$ cat src/rtl/srd_pkg.sv
package srd_pkg;

  typedef enum logic [1:0] {
    OP_DATA  = 2'd0,
    OP_TICK  = 2'd1,
    OP_START = 2'd2,
    OP_NONE  = 2'd3
  } opcode_t;

  typedef enum logic [6:0] {
    PH_CTRL      = 7'b0000001,
    PH_REP_COUNT = 7'b0000010,
    PH_FF_COUNT  = 7'b0000100,
    PH_RUN_VALUE = 7'b0001000,
    PH_LITERAL   = 7'b0010000,
    PH_DRAIN_RUN = 7'b0100000,
    PH_DRAIN_REP = 7'b1000000
  } phase_t;

  // What produces the output byte of one word
  typedef enum logic [1:0] {
    KIND_NONE   = 2'd0,
    KIND_DIRECT = 2'd1,
    KIND_HIST   = 2'd2,
    KIND_SPARE  = 2'd3
  } kind_t;

  typedef struct packed {
    kind_t      kind;
    logic [7:0] byte_val;
    logic       hist_ok;
    logic       busy;
    logic       refused;
  } issue_t;

  localparam int          CFG_W       = 13;
  localparam int          OUT_TDATA_W = 16;
  localparam logic [7:0]  BYTE_ZERO   = 8'h00;
  localparam logic [7:0]  BYTE_LIT_MAX = 8'h7f;
  localparam logic [7:0]  BYTE_FF_RUN = 8'h80;
  localparam logic [7:0]  BYTE_ONES   = 8'hff;

endpackage

$ cat src/rtl/srd_stage.sv
module srd_stage #(
  parameter int MAX_ROW_SPAN = 4096,
  localparam int AW = (MAX_ROW_SPAN > 1) ? $clog2(MAX_ROW_SPAN) : 1
) (
  input  logic                           clk,
  input  logic                           rst_n,
  input  logic                           accept,
  input  srd_pkg::issue_t                issue,
  input  logic                           rd_en,
  input  logic [AW-1:0]                  rd_addr,
  input  logic [AW-1:0]                  wr_addr,
  input  logic [7:0]                     ram_rdata,
  output logic                           ram_we,
  output logic [AW-1:0]                  ram_waddr,
  output logic [7:0]                     ram_wdata,
  output logic                           in_ready,
  output logic                           out_tvalid,
  input  logic                           out_tready,
  output logic [srd_pkg::OUT_TDATA_W-1:0] out_tdata
);

  logic            s1_v_r;
  srd_pkg::issue_t s1_issue_r;
  logic [AW-1:0]   s1_waddr_r;
  logic            fwd_r;
  logic [7:0]      fwd_data_r;
  logic            out_v_r;
  logic [srd_pkg::OUT_TDATA_W-1:0] out_data_r;

  logic       s1_move;
  logic       s1_wr;
  logic [7:0] s1_byte;

  assign s1_move  = s1_v_r && (!out_v_r || out_tready);
  assign in_ready = !s1_v_r || s1_move;
  assign s1_wr    = s1_issue_r.kind != srd_pkg::KIND_NONE;

  always_comb begin
    case (s1_issue_r.kind)
      srd_pkg::KIND_DIRECT: s1_byte = s1_issue_r.byte_val;
      srd_pkg::KIND_HIST: begin
        if (!s1_issue_r.hist_ok) begin
          s1_byte = srd_pkg::BYTE_ZERO;
        end else begin
          s1_byte = fwd_r ? fwd_data_r : ram_rdata;
        end
      end
      default: s1_byte = srd_pkg::BYTE_ZERO;
    endcase
  end

  // commit the history write as the word leaves this stage
  assign ram_we    = s1_move && s1_wr;
  assign ram_waddr = s1_waddr_r;
  assign ram_wdata = s1_byte;

  always_ff @(posedge clk) begin
    if (!rst_n) begin
      s1_v_r  <= 1'b0;
      fwd_r   <= 1'b0;
      out_v_r <= 1'b0;
    end else begin
      if (accept) begin
        s1_v_r <= 1'b1;
        // the read races the write going out this cycle: take the new byte
        fwd_r  <= rd_en && ram_we && (s1_waddr_r == rd_addr);
      end else if (s1_move) begin
        s1_v_r <= 1'b0;
        fwd_r  <= 1'b0;
      end
      if (s1_move) begin
        out_v_r <= 1'b1;
      end else if (out_tready) begin
        out_v_r <= 1'b0;
      end
    end
  end

  always_ff @(posedge clk) begin
    if (accept) begin
      s1_issue_r <= issue;
      s1_waddr_r <= wr_addr;
      fwd_data_r <= s1_byte;
    end
    if (s1_move) begin
      out_data_r <= {5'b0, s1_issue_r.refused, s1_issue_r.busy, s1_byte, s1_wr};
    end
  end

  assign out_tvalid = out_v_r;
  assign out_tdata  = out_data_r;

  a_fwd_needs_word: assert property (@(posedge clk) disable iff (!rst_n)
    fwd_r |-> s1_v_r)
    else $error("forward flag set with empty stage");

  a_no_accept_on_stall: assert property (@(posedge clk) disable iff (!rst_n)
    s1_v_r && !s1_move |-> !accept)
    else $error("word accepted over a stalled stage");

  a_move_fills_out: assert property (@(posedge clk) disable iff (!rst_n)
    s1_move |=> out_v_r)
    else $error("stage word lost on the way out");

endmodule

$ cat config.mk
export PLATFORM = sky130hd
export DESIGN_NAME = srd_stage
export DESIGN_NICKNAME = d
export VERILOG_FILES = /design/src/rtl/srd_pkg.sv /design/src/rtl/srd_stage.sv
export SDC_FILE = /design/constraint.sdc
export NUM_CORES = 1
export LEC_CHECK = 0
export BUFFER_PORTS_ARGS = -buffer_cell sky130_fd_sc_hd__buf_2
export CAP_MARGIN = 10
export CORE_UTILIZATION = 40
export DETAILED_ROUTE_END_ITERATION = 12
export PLACE_DENSITY = 0.67
export SETUP_SLACK_MARGIN = 0.5
export SYNTH_ARGS = -nofsm -noshare
export SYNTH_HDL_FRONTEND = slang
export SYNTH_SLANG_ARGS = --single-unit
$ cat constraint.sdc
create_clock -name clk -period 4 [get_ports clk]
set_clock_uncertainty 0.1 [all_clocks]
set_input_delay 1.2 -clock clk [delete_from_list [all_inputs] [get_ports clk]]
set_output_delay 1.2 -clock clk [all_outputs]
set_load 0.01 [all_outputs]
==> After elaboration in Yosys (flattened, before gate mapping) <==
Cells that the tools add are included.
{ "word_totals": {"in_bits": 50, "regBits": 47, "word_cells": 33} }
{ "op_classes": {"n_eq_ne": 3, "n_reduce_logical": 11, "mux": 8} }
{ "op_table": {"columns": ["operator", "n"], "rows": [
  ["$mux W8", 2],
  ["$pmux W8 S2", 1],
  ["$eq A12 B12 Y1", 1],
  ["$reduce_bool A2 Y1", 3],
  ["$mux W1", 5],
  ["$logic_and A1 B1 Y1", 4],
  ["$eq A2 B1 Y1 const B", 1],
  ["$eq A2 B2 Y1 const B", 1],
  ["$logic_not A1 Y1", 2],
  ["$logic_or A1 B1 Y1", 2]
]} }

==> Longest topological paths before layout <==
{ "logic_depth": {"ltp_word": 7, "ltp_mapped": 6, "ltp_nobuf": 6} }

==> Worst setup path before layout <==
No wires, ideal clock.
{ "synth_path": {"path_kind": "input-to-output", "from": "input port ram_rdata[0]", "to": "output port ram_wdata[0]", "arrival_ns": 1.555, "t_required_ns": 2.700, "n_path_buf": 0, "path_slack_ns": 1.145, "cell_stages": 3, "path_cell_list": "mux2i_1 -> o21ai_0 -> and2_1"} }
{ "synth_via": {"elab_chain_len": 3} }
{ "synth_lines": {"columns": ["element", "line_no", "source"], "rows": [
  ["start, declared", "srd_stage.sv:12", "input logic [7:0] ram_rdata,"],
  ["$mux W8", "srd_stage.sv:45", "s1_byte = fwd_r ? fwd_data_r : ram_rdata;"],
  ["$mux W8", "srd_stage.sv:42", "if (!s1_issue_r.hist_ok) begin"],
  ["$pmux W8 S2", "srd_stage.sv:39", "case (s1_issue_r.kind)"],
  ["end, declared", "srd_stage.sv:15", "output logic [7:0] ram_wdata,"]
]} }
No other way between the ends.

==> Worst setup path after layout <==
{ "layout_path": {"from": "input port ram_rdata[6]", "to": "output port ram_wdata[6]"} }
Same word-level chain as after synthesis.

==> run metrics <==
sequential cell area fraction in the yosys report 0.729; type of element capturing the critical path primary output; global route hottest layer met2; minimum clock period after layout 3.16 ns; Global Route met3 Usage 0.0328; flop and latch count out of synthesis 47; maximum fanout along the worst path 3; run status finished clean; number of clock buffers inserted by TritonCTS 5; cell chosen for the clock root clkbuf_8; last weighted congestion value of the routability-driven placer 0.757; WL final 3.64 mm; Total GRT Usage 0.158; required time of the worst setup path 2.70 ns; slew at the pin with the worst max-slew slack 0.788 ns; min-delay worst type flop to flop; number of instances in the synthesized netlist 122; global-route wire length before repair 5.82 mm; number of distinct standard cells referenced by the synthesized netlist 25; source-to-sink clock delay at the later pin of the worst-skew pair 0.29 ns; share of cells above drive strength 1 0.429; final std cell area, no fill 2420 sq um; count of clock tree sinks 47; starting density of the core 0.426; peak ir drop on the vdd network 0.000208 V; buffers inserted during post-CTS setup optimization 0; clock-pin slew on the worst setup and hold paths 0.08 ns; cells taking the most area after synthesis edfxtp_1 70%, xor2_1 5.5%, mux2i_1 4.2%, dfxtp_1 3.2%, and2_1 2.6%; largest area contributor in the netlist edfxtp_1; Max-slew headroom 0.475; cell with the most instances after synthesis edfxtp_1; total number of placement rows 24; hold buffer count at cts 0; area used by sequential logic in the layout 1380 sq um; die height 70.8 um; final setup violating endpoints 0; routed len/inst 13.9 um; number of antenna violations at the first check in global routing 0; floorplan die area 5010 sq um; Synth top cells by count 44 x edfxtp_1, 12 x xor2_1, 11 x nand2_1; critical path launch point type primary input; CTS tree built; total negative slack for setup checks 0 ns; IO Count 89; total congestion overflow after global routing 0; total leakage power 1.03 nW; Area Overhead vs Synth 27.9%; Area after DPL 2340 sq um; Core Box Area 4440 sq um; horizontal die dimension 70.8 um; Mean Syn Cell Area 15.5 sq um; most common flop cell mapped by yosys edfxtp_1; arrival time at the worst endpoint 1.86 ns; number of detailed-route iterations in the first pass 6; antenna diode instance count 0; final number of hold-violating endpoints 0; number of synthesized flops with an enable pin 44; worst setup path category primary input to primary output; footprint of the multi-input gates 470 sq um; setup repair after global routing missed its margin false; power per cell area 398 nW/um^2; fin nets 262; Final Max Tran Viols 0; number of max-cap violations 0; Buffers on Ports 83; via total after detailed routing 1207; fill count 408; fmax 317 MHz; detail-routed via count per cell 4.61; proportion of register bits with asynchronous set or reset after synthesis 0; Yosys warning total 0; Max Buffers Root-to-Sink 2; global routing met1 resource utilization 0.187; netlist area before placement 1890 sq um; core occupancy in the finished layout 0.545; Remaining DRCs 0; HPWL reported at the end of detailed placement 2.62 mm; area share of the largest cell type after synthesis 0.697; largest net degree at the start of global routing 37; fin crit share 0.789; drt first-iter violations 51; quantity of gates resized following cts 0; met2 track utilization from global routing 0.271; number of levels the H-tree was split into 2; post-detailed-route count of antenna-violating nets 0; vias in the first global route 1232
[metal layers]
| metal | up-vias | wire length (um) |
|---|---|---|
| li1 | 601 | - |
| met1 | 568 | 1480 |
| met2 | 31 | 1970 |
| met3 | 7 | 100 |
| met4 | 0 | 80 |
| met5 | - | 0 |
[worst max-delay path, cell delays in order]
cell	delay, ns
buf_2	0.10
mux2i_1	0.14
o21ai_0	0.08
and2_1	0.19
buf_2	0.14
[state kept, by name (all words and copies together), names as in the netlist]
signal	flops
out_tdata	11
s1_v_r	1
fwd_r	1
out_tvalid	1
s1_issue_r	13
fwd_data_r	8
ram_waddr	12
[worst paths after layout]
path	from	to	slack, ns	cells after the start
worst min register to register	s1_issue_r[1]$_DFFE_PP_	out_tdata[9]$_DFFE_PP_	0.32	0
worst max register to register	fwd_r$_SDFFE_PN0P_	fwd_data_r[6]$_DFFE_PP_	2.43	3
worst min-delay path	s1_issue_r[1]$_DFFE_PP_	out_tdata[9]$_DFFE_PP_	0.32	0
worst max-delay path	ram_rdata[6]	ram_wdata[6]	0.84	5
[cells by family (layout without fill, tap and decap cells)]
logic type	count (synthesis)	count (layout)	synth area share
xor gates and xnor gates	12	12	0.0555
adders and majority gates	3	3	0.0198
and+or+nand+nor	30	30	0.0892
DFF	47	47	0.729
buffers and inverters	10	94	0.0304
other	1	5	0.00198
muxes	8	8	0.0423
AOI/OAI and AO/OA	11	11	0.0317
[per-stage QoR]
| step | hold WS (ns) | setup slack, ns | cells | total power [mW] |
|---|---|---|---|---|
| after global placement | 0.301 | 0.866 | 254 | 0.710 |
| after global routing | 0.336 | 0.769 | 262 | 1.01 |
| after floorplan | 0.300 | 1.14 | 126 | 0.652 |
| final | 0.324 | 0.843 | 262 | 0.965 |
| after CTS | 0.324 | 0.838 | 262 | 0.978 |
| after detailed placement | 0.305 | 0.837 | 254 | 0.714 |
[placed cells by master (no fill, tap or decap), drive strengths merged, types with 5 or more instances in the layout]
master,Yosys,routed
buf,7,83
edfxtp,44,44
xor2,12,12
nand2,11,11
mux2i,8,8
o21ai,8,8
and2,8,8
clkbuf,0,6
conb,1,5
[layout make-up]
| cell class | instances | share of cell area |
|---|---|---|
| clock buffers | 6 | 0.0299 |
| clock inverters | 2 | 0.00310 |
| inverters | 3 | 0.00465 |
| multi-input cells | 69 | 0.194 |
| flip-flops and latches | 47 | 0.570 |
| well taps | 52 | 0.0268 |
| repair buffers | 83 | 0.171 |
[power by group]
| group | switching (mW) | total (mW) | internal, mW |
|---|---|---|---|
| clock | 0.146 | 0.266 | 0.119 |
| sequential | 0.0122 | 0.589 | 0.576 |
| combinational | 0.0612 | 0.111 | 0.0502 |
(Power assumes the default switching activity.)
