**config.mk**
```make
export PLATFORM = sky130hd
export DESIGN_NAME = srd_ctrl
export DESIGN_NICKNAME = d
export VERILOG_FILES = /design/src/rtl/srd_pkg.sv /design/src/rtl/srd_ctrl.sv
export SDC_FILE = /design/constraint.sdc
export NUM_CORES = 1
export LEC_CHECK = 0
export BUFFER_PORTS_ARGS = -buffer_cell sky130_fd_sc_hd__buf_2
export CAP_MARGIN = 25
export CORE_ASPECT_RATIO = 0.75
export CORE_UTILIZATION = 55
export CTS_CLUSTER_SIZE = 12
export DETAILED_ROUTE_END_ITERATION = 16
export HOLD_SLACK_MARGIN = 0.05
export MAX_ROUTING_LAYER = met4
export PLACE_DENSITY = 0.83
export SLEW_MARGIN = 15
export SYNTH_ARGS = -nofsm -noshare
export SYNTH_HDL_FRONTEND = slang
export SYNTH_SLANG_ARGS = --single-unit
```
**constraint.sdc**
```tcl
create_clock -name clk -period 5.7 [get_ports clk]
set_input_delay 0.855 -clock clk [delete_from_list [all_inputs] [get_ports clk]]
set_output_delay 0.855 -clock clk [all_outputs]
set_load 0.005 [all_outputs]
```
**src/rtl/srd_pkg.sv**
```systemverilog
package srd_pkg;

  typedef enum logic [1:0] {
    OP_DATA  = 2'd0,
    OP_TICK  = 2'd1,
    OP_START = 2'd2,
    OP_NONE  = 2'd3
  } opcode_t;

  typedef enum logic [6:0] {
    PH_CTRL      = 7'b0000001,
    PH_REP_COUNT = 7'b0000010,
    PH_FF_COUNT  = 7'b0000100,
    PH_RUN_VALUE = 7'b0001000,
    PH_LITERAL   = 7'b0010000,
    PH_DRAIN_RUN = 7'b0100000,
    PH_DRAIN_REP = 7'b1000000
  } phase_t;

  // What produces the output byte of one word
  typedef enum logic [1:0] {
    KIND_NONE   = 2'd0,
    KIND_DIRECT = 2'd1,
    KIND_HIST   = 2'd2,
    KIND_SPARE  = 2'd3
  } kind_t;

  typedef struct packed {
    kind_t      kind;
    logic [7:0] byte_val;
    logic       hist_ok;
    logic       busy;
    logic       refused;
  } issue_t;

  localparam int          CFG_W       = 13;
  localparam int          OUT_TDATA_W = 16;
  localparam logic [7:0]  BYTE_ZERO   = 8'h00;
  localparam logic [7:0]  BYTE_LIT_MAX = 8'h7f;
  localparam logic [7:0]  BYTE_FF_RUN = 8'h80;
  localparam logic [7:0]  BYTE_ONES   = 8'hff;

endpackage

```
**src/rtl/srd_ctrl.sv**
```systemverilog
module srd_ctrl #(
  parameter int MAX_ROW_SPAN = 4096,
  localparam int AW  = (MAX_ROW_SPAN > 1) ? $clog2(MAX_ROW_SPAN) : 1,
  localparam int SPW = $clog2(MAX_ROW_SPAN + 1),
  localparam int SW  = (SPW > srd_pkg::CFG_W) ? SPW : srd_pkg::CFG_W
) (
  input  logic                       clk,
  input  logic                       rst_n,
  input  logic                       accept,
  input  logic [1:0]                 opcode,
  input  logic [7:0]                 data_byte,
  input  logic                       cfg_we,
  input  logic [srd_pkg::CFG_W-1:0]  cfg_wdata,
  output srd_pkg::issue_t            issue,
  output logic                       rd_en,
  output logic [AW-1:0]              rd_addr,
  output logic [AW-1:0]              wr_addr
);

  localparam logic [AW-1:0]  WP_LAST = AW'(MAX_ROW_SPAN - 1);
  localparam logic [SPW-1:0] FILL_MAX = SPW'(MAX_ROW_SPAN);
  localparam logic [SW:0]    DEPTH_X = (SW+1)'(MAX_ROW_SPAN);

  logic [srd_pkg::CFG_W-1:0] row_span_r;
  srd_pkg::phase_t           phase_r, phase_nxt;
  logic [6:0]                literal_left_r, literal_left_nxt;
  logic [7:0]                run_left_r, run_left_nxt;
  logic [7:0]                run_value_r, run_value_nxt;
  logic [7:0]                lines_left_r, lines_left_nxt;
  logic [SPW-1:0]            line_offset_r, line_offset_nxt;
  logic [AW-1:0]             wp_r, wp_nxt;
  logic [SPW-1:0]            fill_r, fill_nxt;

  logic [SW-1:0] eff_span;
  logic [SW:0]   src_w;
  logic [SW:0]   offset_inc;
  logic          push;
  logic          draining;

  always_comb begin
    eff_span = (SW'(row_span_r) > SW'(MAX_ROW_SPAN)) ? SW'(MAX_ROW_SPAN) : SW'(row_span_r);
    src_w = (SW+1)'(wp_r) + DEPTH_X - (SW+1)'(eff_span);
    if (src_w >= DEPTH_X) begin
      src_w = src_w - DEPTH_X;
    end
    offset_inc = (SW+1)'(line_offset_r) + (SW+1)'(1);
  end

  assign draining = (phase_r == srd_pkg::PH_DRAIN_RUN) || (phase_r == srd_pkg::PH_DRAIN_REP);

  always_comb begin
    phase_nxt        = phase_r;
    literal_left_nxt = literal_left_r;
    run_left_nxt     = run_left_r;
    run_value_nxt    = run_value_r;
    lines_left_nxt   = lines_left_r;
    line_offset_nxt  = line_offset_r;
    wp_nxt           = wp_r;
    fill_nxt         = fill_r;
    push             = 1'b0;
    rd_en            = 1'b0;
    rd_addr          = AW'(src_w);
    wr_addr          = wp_r;
    issue            = '0;
    issue.kind       = srd_pkg::KIND_NONE;

    case (srd_pkg::opcode_t'(opcode))
      srd_pkg::OP_START: begin
        phase_nxt        = srd_pkg::PH_CTRL;
        literal_left_nxt = '0;
        run_left_nxt     = '0;
        run_value_nxt    = '0;
        lines_left_nxt   = '0;
        line_offset_nxt  = '0;
        wp_nxt           = '0;
        fill_nxt         = '0;
      end
      srd_pkg::OP_DATA: begin
        if (draining) begin
          issue.refused = 1'b1;
        end else begin
          case (phase_r)
            srd_pkg::PH_CTRL: begin
              if (data_byte == srd_pkg::BYTE_ZERO) begin
                phase_nxt = srd_pkg::PH_REP_COUNT;
              end else if (data_byte <= srd_pkg::BYTE_LIT_MAX) begin
                literal_left_nxt = data_byte[6:0];
                phase_nxt        = srd_pkg::PH_LITERAL;
              end else if (data_byte == srd_pkg::BYTE_FF_RUN) begin
                phase_nxt = srd_pkg::PH_FF_COUNT;
              end else begin
                run_left_nxt = {1'b0, data_byte[6:0]};
                phase_nxt    = srd_pkg::PH_RUN_VALUE;
              end
            end
            srd_pkg::PH_REP_COUNT: begin
              line_offset_nxt = '0;
              if (data_byte == srd_pkg::BYTE_ZERO || eff_span == '0) begin
                lines_left_nxt = '0;
                phase_nxt      = srd_pkg::PH_CTRL;
              end else begin
                lines_left_nxt = data_byte;
                phase_nxt      = srd_pkg::PH_DRAIN_REP;
              end
            end
            srd_pkg::PH_FF_COUNT: begin
              run_value_nxt = srd_pkg::BYTE_ONES;
              run_left_nxt  = data_byte;
              phase_nxt     = (data_byte == srd_pkg::BYTE_ZERO) ? srd_pkg::PH_CTRL
                                                                : srd_pkg::PH_DRAIN_RUN;
            end
            srd_pkg::PH_RUN_VALUE: begin
              run_value_nxt = data_byte;
              phase_nxt     = (run_left_r == '0) ? srd_pkg::PH_CTRL : srd_pkg::PH_DRAIN_RUN;
            end
            srd_pkg::PH_LITERAL: begin
              issue.kind     = srd_pkg::KIND_DIRECT;
              issue.byte_val = data_byte;
              push           = 1'b1;
              if (literal_left_r <= 7'd1) begin
                literal_left_nxt = '0;
                phase_nxt        = srd_pkg::PH_CTRL;
              end else begin
                literal_left_nxt = literal_left_r - 7'd1;
              end
            end
            default: begin
              phase_nxt = srd_pkg::PH_CTRL;
            end
          endcase
        end
      end
      srd_pkg::OP_TICK: begin
        if (phase_r == srd_pkg::PH_DRAIN_RUN) begin
          issue.kind     = srd_pkg::KIND_DIRECT;
          issue.byte_val = run_value_r;
          push           = 1'b1;
          if (run_left_r <= 8'd1) begin
            run_left_nxt = '0;
            phase_nxt    = srd_pkg::PH_CTRL;
          end else begin
            run_left_nxt = run_left_r - 8'd1;
          end
        end else if (phase_r == srd_pkg::PH_DRAIN_REP) begin
          // read one row back; entries not written since start read as zero
          issue.kind    = srd_pkg::KIND_HIST;
          issue.hist_ok = SW'(fill_r) >= eff_span;
          rd_en         = 1'b1;
          push          = 1'b1;
          if (offset_inc >= (SW+1)'(eff_span)) begin
            line_offset_nxt = '0;
            if (lines_left_r <= 8'd1) begin
              lines_left_nxt = '0;
              phase_nxt      = srd_pkg::PH_CTRL;
            end else begin
              lines_left_nxt = lines_left_r - 8'd1;
            end
          end else begin
            line_offset_nxt = SPW'(offset_inc);
          end
        end
      end
      default: ;
    endcase

    if (push) begin
      wp_nxt   = (wp_r == WP_LAST) ? '0 : wp_r + AW'(1);
      fill_nxt = (fill_r == FILL_MAX) ? fill_r : fill_r + SPW'(1);
    end

    issue.busy = (phase_nxt == srd_pkg::PH_DRAIN_RUN) || (phase_nxt == srd_pkg::PH_DRAIN_REP);
  end

  always_ff @(posedge clk) begin
    if (!rst_n) begin
      row_span_r     <= srd_pkg::CFG_W'(1);
      phase_r        <= srd_pkg::PH_CTRL;
      literal_left_r <= '0;
      run_left_r     <= '0;
      run_value_r    <= '0;
      lines_left_r   <= '0;
      line_offset_r  <= '0;
      wp_r           <= '0;
      fill_r         <= '0;
    end else begin
      if (cfg_we) begin
        row_span_r <= cfg_wdata;
      end
      if (accept) begin
        phase_r        <= phase_nxt;
        literal_left_r <= literal_left_nxt;
        run_left_r     <= run_left_nxt;
        run_value_r    <= run_value_nxt;
        lines_left_r   <= lines_left_nxt;
        line_offset_r  <= line_offset_nxt;
        wp_r           <= wp_nxt;
        fill_r         <= fill_nxt;
      end
    end
  end

  a_rep_has_lines: assert property (@(posedge clk) disable iff (!rst_n)
    phase_r == srd_pkg::PH_DRAIN_REP |-> lines_left_r != '0)
    else $error("repeat drain with no lines left");

  a_run_has_bytes: assert property (@(posedge clk) disable iff (!rst_n)
    phase_r == srd_pkg::PH_DRAIN_RUN |-> run_left_r != '0)
    else $error("run drain with no bytes left");

  a_wp_in_ring: assert property (@(posedge clk) disable iff (!rst_n)
    (SPW+1)'(wp_r) < (SPW+1)'(MAX_ROW_SPAN) && fill_r <= FILL_MAX)
    else $error("write pointer or fill count out of range");

endmodule

```
**Yosys cells after proc, flatten, opt, wreduce, memory -nomap -nowiden**

Cells that the tools add are included.

- $lt $le $gt $ge: 8
- Mux-type cells: 72
- Eq/ne operators: 28
- Reduce and logical (&&, ||, !) cells: 17
- Add/subtract/negate cells: 9

Operators by type and width:

| cell | number |
|---|---|
| $mux 8 | 15 |
| $mux 13 | 9 |
| $mux 7 | 12 |
| $mux 12 | 4 |
| $pmux 8 s2 | 3 |
| $pmux 8 s3 | 2 |
| $pmux 13 s3 | 1 |
| $pmux 7 s5 | 1 |
| $pmux 7 s2 | 2 |
| $pmux 7 s3 | 1 |
| $pmux 10 s2 | 1 |
| $mux 9 | 2 |
| $le 8x1->1 const B | 2 |
| $logic_not 8->1 | 2 |
| $sub 8x1->8 const B | 2 |
| $add 12x13->14 const B | 1 |
| $add 13x1->14 const B | 1 |
| $eq 7x6->1 const B | 2 |
| $eq 7x7->1 const B | 2 |
| $ge 14x13->1 | 1 |
| $ge 14x13->1 const B | 1 |
| $sub 14x13->14 | 1 |
| $add 13x1->13 const B | 1 |
| $eq 13x13->1 const B | 1 |
| 37 further kinds | 64 |

- Register bits: 89
- Output and inout port bits: 38

**Depth between registers and ports, before layout**

Gate-level depths: netlist of the first run.

- Depth after elaboration: 10
- Gate-level depth with buffers: 16
- Gate-level depth less buffers: 15

**Worst setup path after synthesis of the first run**

Ideal clock, no wire load.

- Path type: reg-to-output
- Start point: register line_offset_r[0]
- End point: output port issue[1] in the netlist's numbering
- Slack: 1.922 ns
- Arrival time: 2.923 ns
- Stages on the path, launching flop included: 16
- Path buffers: 0
- Path through: dfxtp_1 > ha_1 > and3_1 > and3_1 > and2_1 > nand2_1 > xnor2_1 > ha_1 > a21o_1 > a211o_1 > o221ai_1 > o311a_1 > nor2_1 > a21o_2 > xor2_1 > nor4_2

RTL lines:

| item | line | RTL |
|---|---|---|
| start: declaration | srd_ctrl.sv:30 | `logic [SPW-1:0] line_offset_r, line_offset_nxt;` |
| start signal: assignment | srd_ctrl.sv:195 | `line_offset_r <= line_offset_nxt;` |
| end: declaration | srd_ctrl.sv:14 | `output srd_pkg::issue_t issue,` |

==> impl_metrics.csv, run 1 <==
group,metric,value,unit
synth,syn_nets,888,
setup_path,critical-path-slowest-cell,"dfxtp_1",
cts,post_cts_buffers,0,
setup_path,cp_data_required_time,4.85,ns
cts,numCtsBuffers,9,
finish,area_growth,10.0,%
detailed_routing,drtAntennaViolNets,0,
detailed_routing,wl_per_cell,16.3,um
pwr,p_int,1.09,mW
pwr,power.density,220,mW/mm^2
floorplan,core-area,0.0111,mm^2
synth,synthArstFlopShare,0,%
finish,layout-drive-gt1-share,11.9,%
setup_path,r2r_setup_slack,1.94,ns
setup_path,cpMostUsedCell,"nor2_1",
cts,cts_max_level,3,
setup_path,crit_start,"line_offset_r[0]",
floorplan,start_util,57.0,%
cts,path_clk_slew,0.07,ns
grt,antenna_found_initial,0,
grt,grt_busiest_layer,"met1",
sta,finalSetupViolCount,0,
finish,nets,934,
grt,first_global_vias,5159,
synth,syn_area_per_cell,7.80,um^2
cts,clock-sinks,89,
finish,fillers,993,
setup_path,r2r-start,"line_offset_r[0]",
detailed_routing,drt-vias-per-instance,5.94,
pwr,power.leakage,2.93,nW
worst_hold_path,min-delay-start,"line_offset_r[1]",
setup_path,critPathLaunchType,"flop",
synth,synthFlopType,"dfxtp_1",
run_status,status,"finished with violations",
sta,fin_crit,4.75,ns
sta,fmax,211,MHz
synth,ys_seq_area_share,28.2,%
pwr,power_switching,0.440,mW
finish,final_cell_mix,"94 x nor2_1, 89 x dfxtp_1, 85 x nand2_1, 66 x buf_2, 64 x o21ai_0",
cts,hold_buffers,0,
setup_path,critical_path.cell_chain,"nand3_1 > nor2_1 > nand3_1 > nor2_1 > xor2_1 > ha_1 > a21o_1 > a211o_1 > o221ai_1 > o311a_1 > nor2_1 > a21o_2 > xor2_1 > nor4_2 > buf_2",
sta,rsz0062_at_grt,"false",
sta,finClkSkew,0.00551,ns
placement,hpwl,11900,um
synth,synthCells,809,
floorplan,chipWidth,126,um
pwr,power_frac_clock,39.2,%
grt,grt_overflow,0,
sta,worst_pin_slew,0.788,ns
grt,grt_pass1_wl,26000,um
synth,synth-edff-count,0,
cts,clkLatencyLatePin,0.35,ns
sta,hold_viol_final,0,
setup_path,end_kind,"output port",
cts,cts_tree,"built",
detailed_routing,via_count,5941,
synth,synth_area,0.00631,mm^2
floorplan,die_h,94.8,um
detailed_routing,drt_wl_total,16300,um
cts,clock_path_buffers,2,
worst_hold_path,hold_class,"reg2reg",
setup_path,crit_type,"reg2out",
setup_path,r2r_end,"line_offset_r[1]",
grt,grt_util_met2,39.2,%
detailed_routing,drt_iter0_markers,575,
pwr,p_comb_share,17.9,%
setup_path,crit_path_max_fanout,6,
grt,grt_use_total,28.5,%
cts,ctsResizeCount,0,
grt,grt_use_met1,40.5,%
finish,final_common_cell,"nor2_1",
sta,fin_setup_tns,0,ns
detailed_routing,first_pass_iters,11,
placement,numPortBuffers,64,
flow_run,drv_cap,0,
pwr,power.total,1.53,mW
setup_path,cp_slowest_stage_delay,0.41,ns
synth,ys_ff_latch,89,
setup_path,endpoint,"issue[1]",
setup_path,cp.arrival,3.89,ns
pwr,vdd_drop_max,156,uV
sta,worst_hold_slack,0.481,ns
synth,yosysUniqueCellTypes,75,
floorplan,num_rows,33,
cts,cts_root_buf,"clkbuf_16",
pwr,p_sw_share,28.8,%
sta,post-route-period-util,83.3,%
floorplan,die-area,0.0119,mm^2
sta,slew_viol_final,0,
finish,antennaDiodeCount,0,
grt,met3_usage,7.03,%
setup_path,r2r_cells,14,
detailed_routing,drc,1,
placement,gp_congestion,0.975,
floorplan,ioPinCount,65,
sta,slew_headroom,47.3,%
grt,grt_max_degree,45,
run_status,violations,"design-rule violations",
pwr,pwr-share-seq,43.0,%
synth,ys_warn_count,0,
[through the flow]
stage | cells | setup slack (ns) | utilization [%] | instance area, um^2
global route | 1000 | 0.730 | 62.7 | 6940
detailed placement | 983 | 1.35 | 60.0 | 6640
global placement | 982 | 1.49 | 60.0 | 6630
finish | 1000 | 0.953 | 62.7 | 6940
floorplan | 809 | 1.92 | - | 6310
CTS | 999 | 0.967 | 62.7 | 6940
[cell usage after synthesis, types with 11 or more instances]
master	count	area [um^2]
nor2_1	94	353
dfxtp_1	89	1780
nand2_1	85	319
o21ai_0	64	320
ha_1	51	638
nand3_1	39	195
a21oi_1	36	180
xor2_1	35	307
inv_1	30	113
xnor2_1	26	228
nor2b_1	22	138
nor3_1	20	100
clkbuf_1	17	63.8
mux2i_1	16	160
and2_1	15	93.8
and3_1	12	75.1
nor4_1	12	75.1
nand2b_1	11	68.8
[metal layers]
| layer | share of wire (%) | up-vias |
|---|---|---|
| met5 | 0 | - |
| met4 | 1.6 | 0 |
| met3 | 7.7 | 29 |
| met2 | 41 | 238 |
| met1 | 50 | 2721 |
| li1 | - | 2953 |
[sequential cells by signal, indices dropped and copies added (netlist names)]
| register | count |
|---|---|
| fill_r | 13 |
| line_offset_r | 13 |
| lines_left_r | 8 |
| literal_left_r | 7 |
| phase_r | 7 |
| row_span_r | 13 |
| run_left_r | 8 |
| run_value_r | 8 |
| wr_addr | 12 |
[how the worst min path moves through the flow]
stage / endpoint / slack, ns / cells past startpoint
6_report: line_offset_r[1] / 0.48 / 2
5_1_grt: lines_left_r[5] / 0.51 / 2
4_1_cts: lines_left_r[6] / 0.48 / 2
3_5_place_dp: lines_left_r[6] / 0.47 / 2
3_3_place_gp: lines_left_r[6] / 0.46 / 2
2_1_floorplan: lines_left_r[6] / 0.44 / 2
[cell families (layout without fill, tap and decap cells)]
logic type / count (synthesis) / after routing / synth area share [%]
xor gates and xnor gates: 61 / 61 / 8.47
AOI/OAI and AO/OA: 178 / 178 / 18.2
DFF: 89 / 89 / 28.2
adders and majority gates: 52 / 52 / 10.4
muxes: 16 / 16 / 2.54
buffers and inverters: 64 / 115 / 4.84
and+or+nand+nor: 349 / 349 / 27.3
[final cells by class]
class / instances / area (um^2) / share of cell area (%)
inverters: 30 / 113 / 1.62
flip-flops and latches: 89 / 1780 / 25.7
clock buffers: 10 / 229 / 3.30
well taps: 140 / 175 / 2.52
clock inverters: 6 / 67.6 / 0.973
repair buffers: 69 / 353 / 5.08
multi-input cells: 656 / 4220 / 60.8
[power groups by stage]
stage	clock network [mW]	registers (mW)	logic [mW]
after floorplan	0	0.662	0.200
after global placement	0	0.670	0.262
after detailed placement	0	0.670	0.265
after CTS	0.610	0.656	0.267
after global routing	0.637	0.659	0.301
final	0.599	0.657	0.273
[worst max-delay path: cells and delay by family (launching register included)]
family,cells,cell delay (ns)
xor gates and xnor gates,2,0.31
AOI/OAI and AO/OA,5,1.06
and+or+nand+nor,6,1.32
adders and majority gates,1,0.26
DFF,1,0.41
buffers and inverters,1,0.18
Power figures use the tool's default switching activity.
==> run 2: changes to the inputs <==
Clock period 5.7 ns to 4.7 ns, I/O delays scaled along.
==> run 2 against run 1 <==
Effect of this change: clock-buffer cell count is 2 higher; critical endpoint unchanged; the run still ends with design-rule violations left; die area stayed put; setup slack worse by 0.76 ns; critical path type unchanged; design area is 0.32% higher.
==> impl_metrics.csv, run 2 (same netlist as run 1, synthesis figures left out) <==
group,metric,value,unit
pwr,p_int,1.32,mW
cts,post_cts_buffers,0,
pwr,power_switching,0.538,mW
run_status,violations,"design-rule violations",
setup_path,critPathLaunchType,"flop",
floorplan,chipWidth,126,um
detailed_routing,drt-vias-per-instance,6.11,
detailed_routing,wl_per_cell,16.7,um
finish,area_growth,10.4,%
placement,numPortBuffers,64,
finish,nets,934,
finish,utilization,62.9,%
pwr,power.leakage,2.93,nW
sta,fin_setup_tns,0,ns
cts,cts_max_level,3,
floorplan,ioPinCount,65,
sta,slew_viol_final,0,
grt,grt_overflow,0,
cts,clock-sinks,89,
grt,grt_pass1_wl,27200,um
floorplan,die-area,0.0119,mm^2
run_status,status,"finished with violations",
sta,finalSetupViolCount,0,
grt,antenna_found_initial,1,
detailed_routing,drc,1,
finish,final_cell_count_no_fill,1001,
setup_path,crit_type,"reg2out",
grt,grt_max_degree,43,
pwr,power.total,1.86,mW
sta,worst_hold_slack,0.489,ns
cts,numCtsBuffers,9,
sta,slew_headroom,50.3,%
setup_path,end_kind,"output port",
cts,hold_buffers,0,
cts,clock_path_buffers,2,
sta,fin_crit,4.50,ns
cts,cts_root_buf,"clkbuf_16",
pwr,power.density,267,mW/mm^2
setup_path,crit_path_max_fanout,4,
sta,hold_viol_final,0,
grt,grt_use_total,29.4,%
pwr,vdd_drop_max,238,uV
detailed_routing,drt_iter0_markers,572,
setup_path,cp_data_required_time,3.99,ns
finish,final_common_cell,"nor2_1",
cts,path_clk_slew,0.07,ns
worst_hold_path,hold_class,"reg2reg",
finish,final_cell_mix,"93 x nor2_1, 88 x dfxtp_1, 85 x nand2_1, 64 x o21ai_0, 64 x buf_2",
finish,reg.largest.list,"fill_r: 13 flops, line_offset_r: 13 flops, row_span_r: 13 flops",
cts,clkLatencyLatePin,0.35,ns
sta,finClkSkew,0.00932,ns
cts,ctsResizeCount,0,
cts,cts_tree,"built",
pwr,pwr-share-seq,42.8,%
pwr,power_frac_clock,39.2,%
detailed_routing,via_count,6115,
placement,hpwl,12000,um
detailed_routing,drt_wl_total,16700,um
floorplan,start_util,57.0,%
pwr,p_sw_share,28.9,%
grt,first_global_vias,5481,
floorplan,die_h,94.8,um
sta,fmax,222,MHz
sta,worst_pin_slew,0.738,ns
flow_run,drv_cap,0,
placement,dpl.cell_count,983,
placement,gp_congestion,1.01,
detailed_routing,drtAntennaViolNets,0,
pwr,p_comb_share,18.0,%
sta,post-route-period-util,95.8,%
floorplan,core-area,0.0111,mm^2
floorplan,num_rows,33,
finish,layout-drive-gt1-share,12.2,%
detailed_routing,first_pass_iters,12,
setup_path,cp.arrival,3.80,ns
[run 2: routing by layer]
metal / global-route usage, % / vias to the layer above / share of wire, %
met3: 7.14 / 27 / 8.5
met1: 41.1 / 2874 / 48
met5: - / - / 0
met2: 41.6 / 268 / 42
li1: - / 2946 / -
met4: 8.33 / 0 / 1.4
[run 2: path summary, 6_finish.rpt]
kind	start	endpoint	slack [ns]	cells after the start
max reg2reg	line_offset_r[0]	line_offset_r[1]	1.04	15
min	lines_left_r[5]	lines_left_r[5]	0.49	2
max	line_offset_r[0]	issue[1]	0.20	16
min reg2reg	lines_left_r[5]	lines_left_r[5]	0.49	2
[run 2: worst max-delay path, cell delays in order (launching register included)]
cell,delay (ns)
dfxtp_2,0.37
ha_2,0.20
and3_1,0.21
and3_1,0.24
and2_1,0.16
nand2_1,0.07
xnor2_1,0.14
ha_1,0.19
a21o_1,0.18
a211o_1,0.29
o221ai_1,0.15
o311a_1,0.23
nor2_1,0.09
a211oi_2,0.27
a21oi_1,0.08
nor4_2,0.39
buf_2,0.18
[run 2: cell type report]
class                      count  area [um^2]
multi-input combinational    656         4240
fill                         967         4100
sequential                    89         1780
timing repair buffer          69          358
clock buffer                  12          236
tap                          140          175
inverter                      30          113
clock inverter                 4         53.8
antenna                        1         2.50
[run 2: through the flow]
| stage | cell area [um^2] | setup WS [ns] |
|---|---|---|
| after floorplan | 6310 | 1.07 |
| after detailed placement | 6640 | 0.542 |
| after global placement | 6640 | 0.625 |
| after CTS | 6930 | 0.158 |
| after global routing | 6960 | -0.0294 |
| final | 6960 | 0.197 |
[run 2: power by group through the flow]
stage	registers, mW	clock network, mW	logic, mW
6_report	0.797	0.729	0.335
5_1_grt	0.799	0.766	0.371
4_1_cts	0.796	0.731	0.326
3_5_place_dp	0.812	0	0.324
3_3_place_gp	0.812	0	0.318
2_1_floorplan	0.803	0	0.242
